--- src/hdl/tcw_pkg.sv ---
// Shared constants, codes and types for the text console writer.
// No dependencies; used by every module in this folder except tcw_ram.
package tcw_pkg;

	localparam int ROWS       = 10;
	localparam int COLUMNS    = 80;
	localparam int TAB_WIDTH  = 8;
	localparam int CELL_COUNT = ROWS * COLUMNS;

	// cell address, counter that can also hold CELL_COUNT, column, tab phase
	localparam int CELL_W = $clog2(CELL_COUNT);
	localparam int CNT_W  = $clog2(CELL_COUNT + 1);
	localparam int COL_W  = $clog2(COLUMNS);
	localparam int TAB_W  = $clog2(TAB_WIDTH);

	// fixed field widths of the ports
	localparam int CHAR_W   = 8;
	localparam int CURSOR_W = 10;
	localparam int CELL_IDX_W = 10;

	// character codes with special handling
	localparam logic [CHAR_W-1:0] CODE_TAB     = 8'd9;
	localparam logic [CHAR_W-1:0] CODE_NEWLINE = 8'd10;
	localparam logic [CHAR_W-1:0] CODE_RETURN  = 8'd13;
	localparam logic [CHAR_W-1:0] CODE_SPACE   = 8'd32;

	// operation codes
	localparam logic OP_PUT  = 1'b0;
	localparam logic OP_READ = 1'b1;

	// configuration register indexes
	localparam logic [1:0] REG_TEXT_ATTRIBUTE = 2'd0;
	localparam logic [7:0] ATTR_RESET = 8'd7;

	// one screen cell: attribute in the high byte, character in the low byte
	typedef struct packed {
		logic [CHAR_W-1:0] attr;
		logic [CHAR_W-1:0] chr;
	} cell_t;

	// request from the sequencer to the screen store
	typedef struct packed {
		logic              we;
		logic [CELL_W-1:0] waddr;
		cell_t             wdata;
		logic [CELL_W-1:0] raddr;
	} mem_req_t;

endpackage

--- src/hdl/tcw_ctrl.sv ---
// Sequencer for the text console writer: cursor, tab fill, scroll copy,
// clearing pass and result register. Depends on tcw_pkg; drives tcw_ram.
module tcw_ctrl
	import tcw_pkg::*;
(
	input  logic                  clk,
	input  logic                  arst_n,
	input  logic [CHAR_W-1:0]     attr,
	input  logic                  in_valid,
	output logic                  in_ready,
	input  logic                  opcode,
	input  logic [CHAR_W-1:0]     char_code,
	input  logic [CELL_IDX_W-1:0] read_cell,
	output logic                  out_valid,
	input  logic                  out_ready,
	output logic [CHAR_W-1:0]     cell_char,
	output logic [CHAR_W-1:0]     cell_attr,
	output logic [CURSOR_W-1:0]   cursor_cell,
	output mem_req_t              mem_req,
	input  cell_t                 mem_rdata
);

	typedef enum logic [7:0] {
		ST_CLEAR  = 8'b0000_0001,
		ST_IDLE   = 8'b0000_0010,
		ST_READ   = 8'b0000_0100,
		ST_TAB    = 8'b0000_1000,
		ST_CHECK  = 8'b0001_0000,
		ST_SCROLL = 8'b0010_0000,
		ST_ZERO   = 8'b0100_0000,
		ST_DONE   = 8'b1000_0000
	} state_t;

	state_t             state_q;
	logic [CNT_W-1:0]   cur_q;
	logic [COL_W-1:0]   col_q;
	logic [TAB_W-1:0]   tpos_q;
	logic [CNT_W-1:0]   addr_q;
	logic               copy_v_s1;
	logic [CELL_W-1:0]  dst_s1;
	logic [CHAR_W-1:0]  res_char_q;
	logic [CHAR_W-1:0]  res_attr_q;
	logic               out_valid_q;
	logic [CHAR_W-1:0]  out_char_q;
	logic [CHAR_W-1:0]  out_attr_q;
	logic [CURSOR_W-1:0] out_cur_q;

	logic               in_fire;
	logic               out_load;
	logic               read_in_range;
	logic               plain_char;
	logic               col_wrap;
	logic [CNT_W-1:0]   cur_inc;
	logic [COL_W-1:0]   nxt_col;
	logic [TAB_W-1:0]   nxt_tpos;
	logic [CNT_W-1:0]   addr_inc;
	logic               addr_last;

	assign in_ready  = (state_q == ST_IDLE);
	assign in_fire   = in_valid && in_ready;
	assign out_load  = (state_q == ST_DONE) && (!out_valid_q || out_ready);

	assign read_in_range = (int'(read_cell) < CELL_COUNT);
	assign plain_char    = (char_code != CODE_RETURN) && (char_code != CODE_NEWLINE)
		&& (char_code != CODE_TAB);

	// cursor step after one cell is written
	assign cur_inc  = cur_q + CNT_W'(1);
	assign col_wrap = (col_q == COL_W'(COLUMNS - 1));
	assign nxt_col  = col_wrap ? '0 : col_q + COL_W'(1);
	assign nxt_tpos = (col_wrap || (tpos_q == TAB_W'(TAB_WIDTH - 1))) ? '0
		: tpos_q + TAB_W'(1);

	// shared sweep address for clearing, scroll copy and last-row clear
	assign addr_inc  = addr_q + CNT_W'(1);
	assign addr_last = (addr_q == CNT_W'(CELL_COUNT - 1));

	// steer the single write port and the read port
	always_comb begin
		mem_req       = '0;
		mem_req.waddr = cur_q[CELL_W-1:0];
		mem_req.raddr = addr_q[CELL_W-1:0];
		case (state_q)
			ST_CLEAR: begin
				mem_req.we    = 1'b1;
				mem_req.waddr = addr_q[CELL_W-1:0];
			end
			ST_IDLE: begin
				mem_req.raddr = CELL_W'(read_cell);
				if (in_fire && (opcode == OP_PUT) && plain_char) begin
					mem_req.we    = 1'b1;
					mem_req.wdata = '{attr: attr, chr: char_code};
				end
			end
			ST_TAB: begin
				mem_req.we    = 1'b1;
				mem_req.wdata = '{attr: attr, chr: CODE_SPACE};
			end
			ST_SCROLL: begin
				mem_req.we    = copy_v_s1;
				mem_req.waddr = dst_s1;
				mem_req.wdata = mem_rdata;
			end
			ST_ZERO: begin
				mem_req.we    = 1'b1;
				mem_req.waddr = addr_q[CELL_W-1:0];
			end
			default: begin
			end
		endcase
	end

	// sequencer and cursor
	always_ff @(posedge clk or negedge arst_n) begin
		if (!arst_n) begin
			state_q   <= ST_CLEAR;
			cur_q     <= '0;
			col_q     <= '0;
			tpos_q    <= '0;
			addr_q    <= '0;
			copy_v_s1 <= 1'b0;
		end else begin
			case (state_q)
				ST_CLEAR: begin
					addr_q <= addr_inc;
					if (addr_last) begin
						state_q <= ST_IDLE;
					end
				end
				ST_IDLE: begin
					if (in_fire) begin
						if (opcode == OP_READ) begin
							state_q <= read_in_range ? ST_READ : ST_DONE;
						end else begin
							case (char_code)
								CODE_RETURN: state_q <= ST_DONE;
								CODE_NEWLINE: begin
									cur_q   <= cur_q + CNT_W'(COLUMNS) - CNT_W'(col_q);
									col_q   <= '0;
									tpos_q  <= '0;
									state_q <= ST_CHECK;
								end
								CODE_TAB: state_q <= ST_TAB;
								default: begin
									cur_q   <= cur_inc;
									col_q   <= nxt_col;
									tpos_q  <= nxt_tpos;
									state_q <= ST_CHECK;
								end
							endcase
						end
					end
				end
				ST_READ: begin
					state_q <= ST_DONE;
				end
				ST_TAB: begin
					cur_q  <= cur_inc;
					col_q  <= nxt_col;
					tpos_q <= nxt_tpos;
					if (nxt_tpos == '0) begin
						state_q <= ST_CHECK;
					end
				end
				ST_CHECK: begin
					if (cur_q >= CNT_W'(CELL_COUNT)) begin
						cur_q     <= cur_q - CNT_W'(COLUMNS);
						addr_q    <= CNT_W'(COLUMNS);
						copy_v_s1 <= 1'b0;
						state_q   <= ST_SCROLL;
					end else begin
						state_q <= ST_DONE;
					end
				end
				ST_SCROLL: begin
					// read one row below, write it back a row up in the following cycle
					if (addr_q < CNT_W'(CELL_COUNT)) begin
						addr_q    <= addr_inc;
						copy_v_s1 <= 1'b1;
					end else begin
						addr_q    <= CNT_W'(CELL_COUNT - COLUMNS);
						copy_v_s1 <= 1'b0;
						state_q   <= ST_ZERO;
					end
				end
				ST_ZERO: begin
					addr_q <= addr_inc;
					if (addr_last) begin
						state_q <= ST_DONE;
					end
				end
				ST_DONE: begin
					if (out_load) begin
						state_q <= ST_IDLE;
					end
				end
				default: state_q <= ST_IDLE;
			endcase
		end
	end

	// copy destination and read result
	always_ff @(posedge clk) begin
		dst_s1 <= CELL_W'(addr_q - CNT_W'(COLUMNS));
		if (in_fire) begin
			res_char_q <= '0;
			res_attr_q <= '0;
		end else if (state_q == ST_READ) begin
			res_char_q <= mem_rdata.chr;
			res_attr_q <= mem_rdata.attr;
		end
	end

	// output register valid
	always_ff @(posedge clk or negedge arst_n) begin
		if (!arst_n) begin
			out_valid_q <= 1'b0;
		end else if (out_load) begin
			out_valid_q <= 1'b1;
		end else if (out_ready) begin
			out_valid_q <= 1'b0;
		end
	end

	// output register payload
	always_ff @(posedge clk) begin
		if (out_load) begin
			out_char_q <= res_char_q;
			out_attr_q <= res_attr_q;
			out_cur_q  <= CURSOR_W'(cur_q);
		end
	end

	assign out_valid   = out_valid_q;
	assign cell_char   = out_char_q;
	assign cell_attr   = out_attr_q;
	assign cursor_cell = out_cur_q;

endmodule

--- config.mk ---
export PLATFORM = sky130hd
export DESIGN_NAME = tcw_ctrl
export DESIGN_NICKNAME = d
export VERILOG_FILES = /design/src/hdl/tcw_pkg.sv /design/src/hdl/tcw_ctrl.sv
export SDC_FILE = /design/constraint.sdc
export NUM_CORES = 1
export LEC_CHECK = 0
export BUFFER_PORTS_ARGS = -buffer_cell sky130_fd_sc_hd__buf_2
export CORE_MARGIN = 1
export CORE_UTILIZATION = 52
export DETAILED_ROUTE_END_ITERATION = 6
export PLACE_DENSITY_LB_ADDON = 0.3
export SLEW_MARGIN = 15
export SYNTH_ARGS = -nofsm -noshare
export SYNTH_HDL_FRONTEND = slang
export SYNTH_SLANG_ARGS = --single-unit
--- constraint.sdc ---
create_clock -name clk -period 5.95 [get_ports clk]
set_input_delay 1.785 -clock clk [delete_from_list [all_inputs] [get_ports clk]]
set_output_delay 1.785 -clock clk [all_outputs]
set_load 0.01 [all_outputs]
Word level (Yosys, flattened, before mapping)
Index checks and enable logic that the tools add are counted.

word-level totals
  input port bits = 47
  output and inout port bits = 65
  logic and storage cells = 114
  bits in registers = 92

operators by class
  bitwise gates (word level) = 1
  $add $sub $neg = 8
  mux-type cells = 40
  reductions and logical operators = 23
  order comparisons = 3
  eq/ne operators = 26

operator list
  cell                                                                      number
  8-bit 2-to-1 mux                                                          9
  8-bit one-hot mux with 8 select lines                                     1
  10-bit 2-to-1 mux                                                         6
  10-bit one-hot mux with 3 select lines                                    2
  16-bit one-hot mux with 3 select lines                                    1
  10-bit one-hot mux with 2 select lines                                    2
  8-bit by 4-bit == test with 1-bit output (second input constant)          4
  7-bit one-hot mux with 2 select lines                                     2
  8-bit by 4-bit inequality test with 1-bit output (second input constant)  3
  7-bit 2-to-1 mux                                                          3
  10-bit by 1-bit adder with 10-bit output (second input constant)          2
  10-bit less-than comparator (second input constant)                       2
  10-bit by 7-bit subtractor with 10-bit output (second input constant)     2
  16-bit 2-to-1 mux                                                         1
  2-bit inequality test (second input constant)                             8
  8-bit one-hot mux with 2 select lines                                     1
  3-bit one-hot mux with 2 select lines                                     2
  10-bit by 7-bit adder with 10-bit output (second input constant)          1
  10-bit == test (second input constant)                                    1
  10-bit greater-or-equal comparator (second input constant)                1
  10-bit by 7-bit subtractor with 10-bit output                             1
  3-bit 2-to-1 mux                                                          3
  8-bit by 1-bit == test with 1-bit output (second input constant)          1
  8-bit by 2-bit == test with 1-bit output (second input constant)          1
  26 further kinds                                                          41

Logic depth before layout (Yosys ltp)
Gate-level depths: netlist of the first run.

  depth in word-level cells = 7
  mapped depth = 11

Least setup slack after synthesis of the first run
Ideal clock, no wire load.

  kind = input -> output
  start = input port char_code[4]
  end = output port mem_req[36] (netlist bit)
  slack = 0.751 ns
  arrival time = 3.414 ns
  buffers on the path = 2
  data required time = 4.165 ns
  stages = 7
  cells stage by stage = nor4_1 a41oi_1 and3_1 buf_2 nand2b_1 buf_2 a211o_1

RTL lines
  element             RTL line        source
  start: declaration  tcw_ctrl.sv:12  input logic [CHAR_W-1:0] char_code,
  end: declaration    tcw_ctrl.sv:19  output mem_req_t mem_req,

==> results_dict.tcl, run 1 <==
set metrics [dict create \
    status "finished clean" \
    cp.depth 7 \
    initial_core_util_pct 54.4 \
    synth_area_sq_mm 0.00507 \
    chipWidth_um 101 \
    worstSetupPathType "primary input to output pin" \
    crit_chain "buf_2 > nor4_1 > a41oi_1 > and3_1 > nand2b_1 > a211o_1 > buf_2" \
    multiInputGateArea_sq_mm 0.00258 \
    yosys_warnings 0 \
    post_cts_buffers 0 \
    worst_pin_slew_ns 1.08 \
    fillers 801 \
    startpoint "char_code[4]" \
    pwr-share-clk_pct 16.0 \
    cts_tree "yes" \
    peakVddDrop_mv 0.221 \
    drc_errors 0 \
    cts_resized 0 \
    crit_top_cell "buf_2" \
    setup_violations 0 \
    setup-tns-final_ns 0 \
    rows 35 \
    synth_cell_types 64 \
    die_h_um 101 \
    vias 4585 \
    htree_levels 3 \
    worstPathArrival_ns 3.85 \
    maxCapViolations 0 \
    critPathRequiredTime_ns 4.16 \
    use_met3_pct 4.37 \
    area_growth_syn_to_layout_pct 16.6 \
    dpl.hpwl_um 9300 \
    wl_per_cell_um 16.2 \
    top_usage_layer "met2" \
    cp-start-kind "primary input" \
    cts_root_buf "clkbuf_8" \
    grt-ovfl-total 0 \
    fin_crit_ns 5.64 \
    hold_path_class "flip-flop to flip-flop" \
    p_leak_uw 0.00267 \
    path_max_fanout 9 \
    cts_buffers 9 \
    power.share.combinational_pct 45.0 \
    synth-seq-cells 92 \
    synth-edff-count 26 \
    grt_max_degree 41 \
    power_uw 2670 \
    seqPwrFrac_pct 39.0 \
    finalClockSkew_ns 0.0100 \
    n_antenna_cell 0 \
    ant_nets 0 \
    slew_violations 0 \
    critPathCaptureType "output pin" \
    worst_path_max_delay_cell "nor4_1" \
    yosysSeqAreaShare_pct 45.4 \
    p_int_uw 1560 \
    drt-initial-drc-count 204 \
    hold_buffers 0 \
    final_net_count 721 \
    drive_gt1_share_pct 22.1 \
    instances_no_fill 777 \
    clk_pin_slew_ns 0.09 \
    antenna_found_initial 0 \
    path_delay_family "simple AND/OR/NAND/NOR gates" \
    core_sq_mm 0.00933 \
    wirelength_um 12600 \
    dieArea_sq_mm 0.0102 \
    netSwitchingFraction_pct 41.8 \
    synthCells 542 \
    r2r_start "state_q[1]$_DFFE_PN0P_" \
    rsz0062_at_grt "no" \
    grt_pass1_vias 4225 \
    power_density_mw_per_mm2 452 \
    worstSkewPairLatency_ns 0.37 \
    register_area_sq_mm 0.00230 \
    synthArstFlopShare_pct 43.5 \
    hold_viol_final 0 \
    r2r_slack_ns 2.77 \
    max_freq_mhz 177 \
    dr.pass1.iters 5 \
    gr-usage-met1_pct 34.2 \
    grt_pass1_wl_um 20200 \
    avgSynthCellArea_sq_um 9.36 \
    synth_ff_type "dfrtp_1" \
    globalRouteTotalUtil_pct 25.7 \
    dp_cells 761 \
    final_util_pct 63.4 \
    io_buffers 111 \
    relSlewSlack_pct 26.0 \
    gp_congestion 0.883 \
    via_per_inst 5.90 \
    finalCritPeriodShare_pct 94.7 \
    max_stage_delay_ns 0.50 \
    gr-usage-met2_pct 42.2 \
    syn_nets 620 \
    clock-sinks 92 \
    cp_num_buf_inv 2 \
    cts_max_path_buffers 2 \
    whs_path_depth 0 \
    hold_start "res_attr_q[6]$_SDFFE_PN0P_" \
    io_pins 112 \
    reg2reg_depth 6 \
    switching_power_uw 1120 \
]
## worst paths after layout
check | end
max in group asynchronous | addr_q[9]$_DFFE_PN0P_
worst min-delay path | cell_attr[6]$_DFFE_PP_
min in group asynchronous | cur_q[3]$_DFFE_PN0P_
worst max register to register | state_q[7]$_DFFE_PN0P_
worst max-delay path | mem_req[36]
worst min register to register | cell_attr[6]$_DFFE_PP_
## worst reg2reg max path, stage by stage, from the launching register on
cell	delay [ns]
dfrtp_1	0.46
nor4_4	0.46
nand4b_1	0.49
a2111oi_0	1.09
a211oi_1	0.13
o21ai_1	0.28
o22ai_1	0.14
## power by group through the flow
stage | combinational, uW | sequential (uW) | clock [uW]
finish | 1200 | 1040 | 428
global route | 1350 | 1070 | 456
CTS | 1200 | 1040 | 434
detailed placement | 1190 | 1050 | 0
global placement | 1140 | 1040 | 0
floorplan | 871 | 993 | 0
## layer usage
metal | part of all wire [%] | up-vias
met5 | 0 | -
met4 | 1.6 | 0
met3 | 7.0 | 20
met2 | 47 | 197
met1 | 45 | 2181
li1 | - | 2187
## metrics by stage
step                      setup WS, ns  hold WS, ns  instance area (sq um)
final                            0.314        0.440                   5920
after global routing             0.118        0.449                   5920
after CTS                        0.309        0.432                   5920
after detailed placement         0.311        0.415                   5710
after global placement           0.353        0.412                   5710
after floorplan                  0.751        0.408                   5070
## cells in the final DEF, fill, tap and decap left out, types with 22 or more instances in the layout
master and instances:
dfxtp_1 26, nand2_1 85, inv_1 22, nor2_1 38, ha_1 30, a21oi_1 35
dfrtp_1 39, edfxtp_1 26, buf_2 111, o21ai_0 38
## flip-flops by register name (all words and copies together) (netlist names)
name and count:
addr_q 10, dst_s1 10, cursor_cell 10, cur_q 10
copy_v_s1 1, res_attr_q 8, state_q 8, tpos_q 3
cell_attr 8, col_q 7, out_valid 1, res_char_q 8
cell_char 8
## final cells by class
cell class              count  share of cell area, %
clock buffers              10                   2.16
repair buffers            114                   9.77
inverters                  23                   1.46
flip-flops and latches     92                   38.9
well taps                 129                   2.73
multi-input cells         403                   43.7
clock inverters             6                   1.25
## cells in the mapped netlist (3+ instances only)
cell type	number	share of area, %
o31ai_1	5	0.74
clkbuf_1	17	1.3
dfrtp_1	39	19
inv_1	22	1.6
xnor2_1	8	1.4
a21o_1	5	0.74
a211oi_1	5	0.74
ha_1	30	7.4
nor2b_1	6	0.74
buf_2	4	0.39
nor3_1	6	0.59
edfxtp_1	26	15
xor2_1	5	0.86
and3_1	10	1.2
a22oi_1	11	1.6
a311oi_1	4	0.69
nor2_1	38	2.8
nand4_1	10	1.2
nand2b_1	4	0.49
nand2_1	85	6.3
o21ai_0	38	3.7
nand4b_1	5	0.86
mux2_2	6	1.3
nor3b_1	3	0.44
a22o_1	18	3.1
nand3_1	15	1.5
dfxtp_1	26	10
a31oi_1	7	0.86
and4b_1	3	0.59
o21a_1	3	0.44
a21oi_1	35	3.5
## logic make-up after synthesis
group | Yosys count | synth area share, %
compound gates | 151 | 19.6
simple gates | 201 | 19.8
buf+inv | 47 | 3.72
fa+ha+maj | 31 | 7.79
flops | 92 | 45.4
mux | 7 | 1.53
xor+xnor | 13 | 2.24
Power figures use the tool's default switching activity.
==> run 2: changes to the inputs <==
==> constraint.sdc (replaced) <==
create_clock -name clk -period 5.6 [get_ports clk]
set_input_delay 1.68 -clock clk [delete_from_list [all_inputs] [get_ports clk]]
set_output_delay 1.68 -clock clk [all_outputs]
set_load 0.01 [all_outputs]
==> run 2 against run 1 <==
Combinational power up 5%. Worst hold slack lost 0.0066 ns. Via count down 0.15%. Total power increased by 4.0%. Die area unchanged. Clock-buffer cell count unchanged.
==> results_dict.tcl, run 2 (synthesized netlist as in run 1, its figures left out) <==
set metrics [dict create \
    cts_root_buf "clkbuf_8" \
    critPathRequiredTime_ns 3.92 \
    cts_tree "yes" \
    wl_met1_um 5590 \
    cp-start-kind "primary input" \
    instances_no_fill 778 \
    worstHoldEndpoint "cell_char[6]$_DFFE_PP_" \
    die_h_um 101 \
    rsz0062_at_grt "no" \
    io_buffers 111 \
    ant_nets 0 \
    initial_core_util_pct 54.4 \
    route.met2.wl_um 5860 \
    reg2reg_depth 6 \
    htree_levels 3 \
    final_util_pct 63.3 \
    chipWidth_um 101 \
    drc_errors 0 \
    vias 4578 \
    via_per_inst 5.88 \
    path_delay_family "simple AND/OR/NAND/NOR gates" \
    hold_start "res_char_q[6]$_SDFFE_PN0P_" \
    finalClockSkew_ns 0.0166 \
    wl_met3_um 949 \
    r2r_slack_ns 2.50 \
    timing.rr.end "state_q[7]$_DFFE_PN0P_" \
    grt-ovfl-total 0 \
    rows 35 \
    power_density_mw_per_mm2 471 \
    setup-tns-final_ns 0 \
    area_growth_syn_to_layout_pct 16.3 \
    status "finished clean" \
    cts_buffers 9 \
    worstSkewPairLatency_ns 0.37 \
    final_cell_mix "buf_2, nand2_1, dfrtp_1" \
    cp_num_buf_inv 2 \
    dr.pass1.iters 6 \
    gp_congestion 0.900 \
    final_common_cell "buf_2" \
    cts_max_path_buffers 2 \
    hold_viol_final 0 \
    max_freq_mhz 191 \
    p_leak_uw 0.00266 \
    clk_pin_slew_ns 0.08 \
    grt_max_degree 41 \
    max_stage_delay_ns 0.40 \
    power_uw 2780 \
    dpl.hpwl_um 9260 \
    dieArea_sq_mm 0.0102 \
    worstPathArrival_ns 3.57 \
    drt-initial-drc-count 226 \
    grt_pass1_vias 4216 \
    critPathCaptureType "output pin" \
    fin_crit_ns 5.25 \
    hold_path_class "flip-flop to flip-flop" \
    peakVddDrop_mv 0.238 \
    worstSetupPathType "primary input to output pin" \
    whs_path_depth 0 \
    post_cts_buffers 0 \
    n_antenna_cell 0 \
    io_pins 112 \
    antenna_found_initial 0 \
    clock-sinks 92 \
    top_layer_used "met4" \
    hold_ws_ns 0.434 \
    grt_pass1_wl_um 20400 \
    relSlewSlack_pct 28.3 \
    globalRouteTotalUtil_pct 25.7 \
    wl_per_cell_um 16.3 \
    finalCritPeriodShare_pct 93.7 \
    slew_violations 0 \
    crit_chain "buf_2 > nor4_2 > nand4_1 > and3_1 > nand2b_1 > a211o_1 > buf_2" \
    path_max_fanout 9 \
    crit_top_cell "buf_2" \
    dp_cells 762 \
    r2r_start "state_q[1]$_DFFE_PN0P_" \
    wirelength_um 12700 \
    drive_gt1_share_pct 22.3 \
    core_sq_mm 0.00933 \
    worst_pin_slew_ns 1.08 \
    worst_path_max_delay_cell "nor4_2" \
    setup_violations 0 \
    final_net_count 722 \
    maxCapViolations 0 \
]
==> run 2: metal layers <==
metal / vias up / track usage, %
met3: 28 / 3.81
met2: 234 / 42.6
met5: - / 0
met1: 2131 / 34.1
li1: 2185 / -
met4: 0 / 9.81
==> run 2: worst max-delay path by stage <==
stage,startpoint,end,cells past startpoint
finish,char_code[4],mem_req[36],7
detailed placement,char_code[4],mem_req[36],7
global route,char_code[4],mem_req[36],7
CTS,char_code[4],mem_req[36],7
floorplan,char_code[4],mem_req[36],7
global placement,char_code[4],mem_req[36],7
==> run 2: timing repair <==
item	CTS	global route
hold buffers	0	0
resized for setup	0	1
endpoints found under the setup margin	0	1
==> run 2: layout make-up <==
type	instances	area (sq um)
repair buffers	115	586
inverters	23	86.3
fillers	778	3420
clock buffers	10	128
multi-input cells	403	2590
well taps	129	161
flip-flops and latches	92	2300
clock inverters	6	47.5
==> run 2: power by group <==
| part | internal (uW) | total (uW) | switching, uW |
|---|---|---|---|
| registers | 909 | 1110 | 198 |
| clock network | 166 | 409 | 243 |
| logic | 535 | 1260 | 730 |
| total | 1610 | 2780 | 1170 |
==> run 2: through the flow <==
step / area (sq um) / setup slack, ns
2_1_floorplan: 5070 / 0.611
4_1_cts: 5900 / 0.187
5_1_grt: 5900 / 0.202
3_5_place_dp: 5720 / 0.193
3_3_place_gp: 5720 / 0.309
6_report: 5900 / 0.353
==> run 2: worst register-to-register path, stage by stage, from the launching register on <==
cell and delay [ns]:
dfrtp_1 0.47, nor4_4 0.44, nand4b_1 0.47, a2111oi_1 1.01
a211oi_1 0.15, o21ai_1 0.29, o22ai_1 0.14
==> run 3: changes to the inputs <==
--- a/config.mk
+++ b/config.mk
@@ -6,10 +6,12 @@
 export NUM_CORES = 1
 export LEC_CHECK = 0
 export BUFFER_PORTS_ARGS = -buffer_cell sky130_fd_sc_hd__buf_2
+export CAP_MARGIN = 15
 export CORE_MARGIN = 1
 export CORE_UTILIZATION = 52
 export DETAILED_ROUTE_END_ITERATION = 6
-export PLACE_DENSITY_LB_ADDON = 0.3
+export PLACE_DENSITY = 0.86
+export SETUP_SLACK_MARGIN = 0.2
 export SLEW_MARGIN = 15
 export SYNTH_ARGS = -nofsm -noshare
 export SYNTH_HDL_FRONTEND = slang
==> run 3 against run 2 <==
Global-route usage is 0.071 points higher. Maximum frequency rose by 0.74%. First-iteration DRC count is 30% higher. Critical path type unchanged. Cell area increased by 0.70%. Clock power rose by 21%.
==> results_dict.tcl, run 3 (synthesized netlist as in run 1, its figures left out) <==
set metrics [dict create \
    final_net_count 722 \
    via_per_inst 5.94 \
    status "finished clean" \
    grt_max_degree 41 \
    worstPathArrival_ns 3.53 \
    setup-tns-final_ns 0 \
    ant_nets 0 \
    dp_cells 762 \
    multiInputGateArea_sq_mm 0.00259 \
    layout_setup_ws_ns 0.392 \
    fillers 765 \
    max_freq_mhz 192 \
    post_cts_buffers 0 \
    finalClockSkew_ns 0.0152 \
    drc_errors 0 \
    cp-start-kind "primary input" \
    antenna_found_initial 0 \
    grt-ovfl-total 0 \
    register_area_sq_mm 0.00230 \
    dieArea_sq_mm 0.0102 \
    drive_gt1_share_pct 22.0 \
    peakVddDrop_mv 0.234 \
    final_util_pct 63.7 \
    globalRouteTotalUtil_pct 25.8 \
    cts_buffers 9 \
    crit_chain "buf_2 > nor4_2 > nand4_1 > and3_1 > nand2b_1 > a211o_1 > buf_2" \
    finalCritPeriodShare_pct 93.0 \
    clock-sinks 92 \
    slew_violations 0 \
    io_pins 112 \
    final_common_cell "buf_2" \
    p_leak_uw 0.00268 \
    io_buffers 111 \
    dr.pass1.iters 5 \
    hold_viol_final 0 \
    area_growth_syn_to_layout_pct 17.2 \
    hold_path_class "flip-flop to flip-flop" \
    critPathRequiredTime_ns 3.92 \
    wirelength_um 12700 \
    worstSkewPairLatency_ns 0.37 \
    wl_per_cell_um 16.3 \
    path_max_fanout 9 \
    worst_path_max_delay_cell "nor4_2" \
    maxCapViolations 0 \
    max_stage_delay_ns 0.38 \
    gp_congestion 0.884 \
    htree_levels 3 \
    core_sq_mm 0.00933 \
    cts_max_path_buffers 2 \
    worst_pin_slew_ns 1.11 \
    cts_resized 0 \
    path_delay_family "simple AND/OR/NAND/NOR gates" \
    critPathCaptureType "output pin" \
    post-place-ws_ns 0.271 \
    cts_root_buf "clkbuf_8" \
    chipWidth_um 101 \
    die_h_um 101 \
    setup_violations 0 \
    hold_buffers 0 \
    worstSetupPathType "primary input to output pin" \
    grt_pass1_vias 4273 \
    power_density_mw_per_mm2 486 \
    crit_top_cell "buf_2" \
    vias 4618 \
    initial_core_util_pct 54.4 \
    dpl.hpwl_um 9330 \
    rows 35 \
    relSlewSlack_pct 24.0 \
    final_cell_mix "buf_2, nand2_1, dfrtp_1" \
    clk_pin_slew_ns 0.08 \
    drt-initial-drc-count 293 \
    fin_crit_ns 5.21 \
    cts_tree "yes" \
    cp_num_buf_inv 2 \
    n_antenna_cell 0 \
    grt_pass1_wl_um 20300 \
    rsz0062_at_grt "no" \
    instances_no_fill 778 \
]
[run 3: area by class of cell]
cell class / instances / area share, %
sequential: 92 / 38.7
clock inverter: 4 / 1.22
timing repair buffer: 115 / 9.85
multi-input combinational: 403 / 43.6
tap: 129 / 2.71
inverter: 23 / 1.45
clock buffer: 12 / 2.44
[run 3: final timing paths]
kind                       slack [ns]                       start                      to  cells after the start
setup / recovery                 0.39                char_code[4]             mem_req[36]                      7
hold / removal                   0.43  res_attr_q[4]$_SDFFE_PN0P_  cell_attr[4]$_DFFE_PP_                      0
setup reg to reg                 2.37      state_q[1]$_DFFE_PN0P_  state_q[7]$_DFFE_PN0P_                      6
hold reg to reg                  0.43  res_attr_q[4]$_SDFFE_PN0P_  cell_attr[4]$_DFFE_PP_                      0
max in group asynchronous        3.55                      arst_n    cur_q[6]$_DFFE_PN0P_                      1
min in group asynchronous        1.44                      arst_n    cur_q[3]$_DFFE_PN0P_                      1
[run 3: report_power, final]
part           total, uW  internal, uW  switching (uW)
Clock                494           264             230
Combinational       1280           534             749
Sequential          1110           910             204
Total               2890          1710            1180
[run 3: routing by layer]
layer | wire length (um) | part of all wire (%) | track usage, % | up-vias
met5 | 0 | 0 | 0 | -
met4 | 206 | 1.6 | 9.81 | 0
met3 | 964 | 7.6 | 5.13 | 28
met2 | 6030 | 48 | 43.3 | 232
met1 | 5450 | 43 | 32.9 | 2169
li1 | - | - | - | 2189
[run 3: through the flow]
step	total power, uW	cell area [sq um]	hold WS, ns
2_1_floorplan	1980	5070	0.408
3_3_place_gp	2310	5720	0.410
3_5_place_dp	2380	5720	0.419
4_1_cts	2890	5940	0.437
5_1_grt	3100	5950	0.446
6_report	2890	5950	0.434
[run 3: worst register-to-register path, delay by kind of cell, from the launching register on]
family	cells	cell delay [ns]
AND/OR/NAND/NOR	2	0.93
AO/OA/AOI/OAI	4	1.71
flip-flops	1	0.46
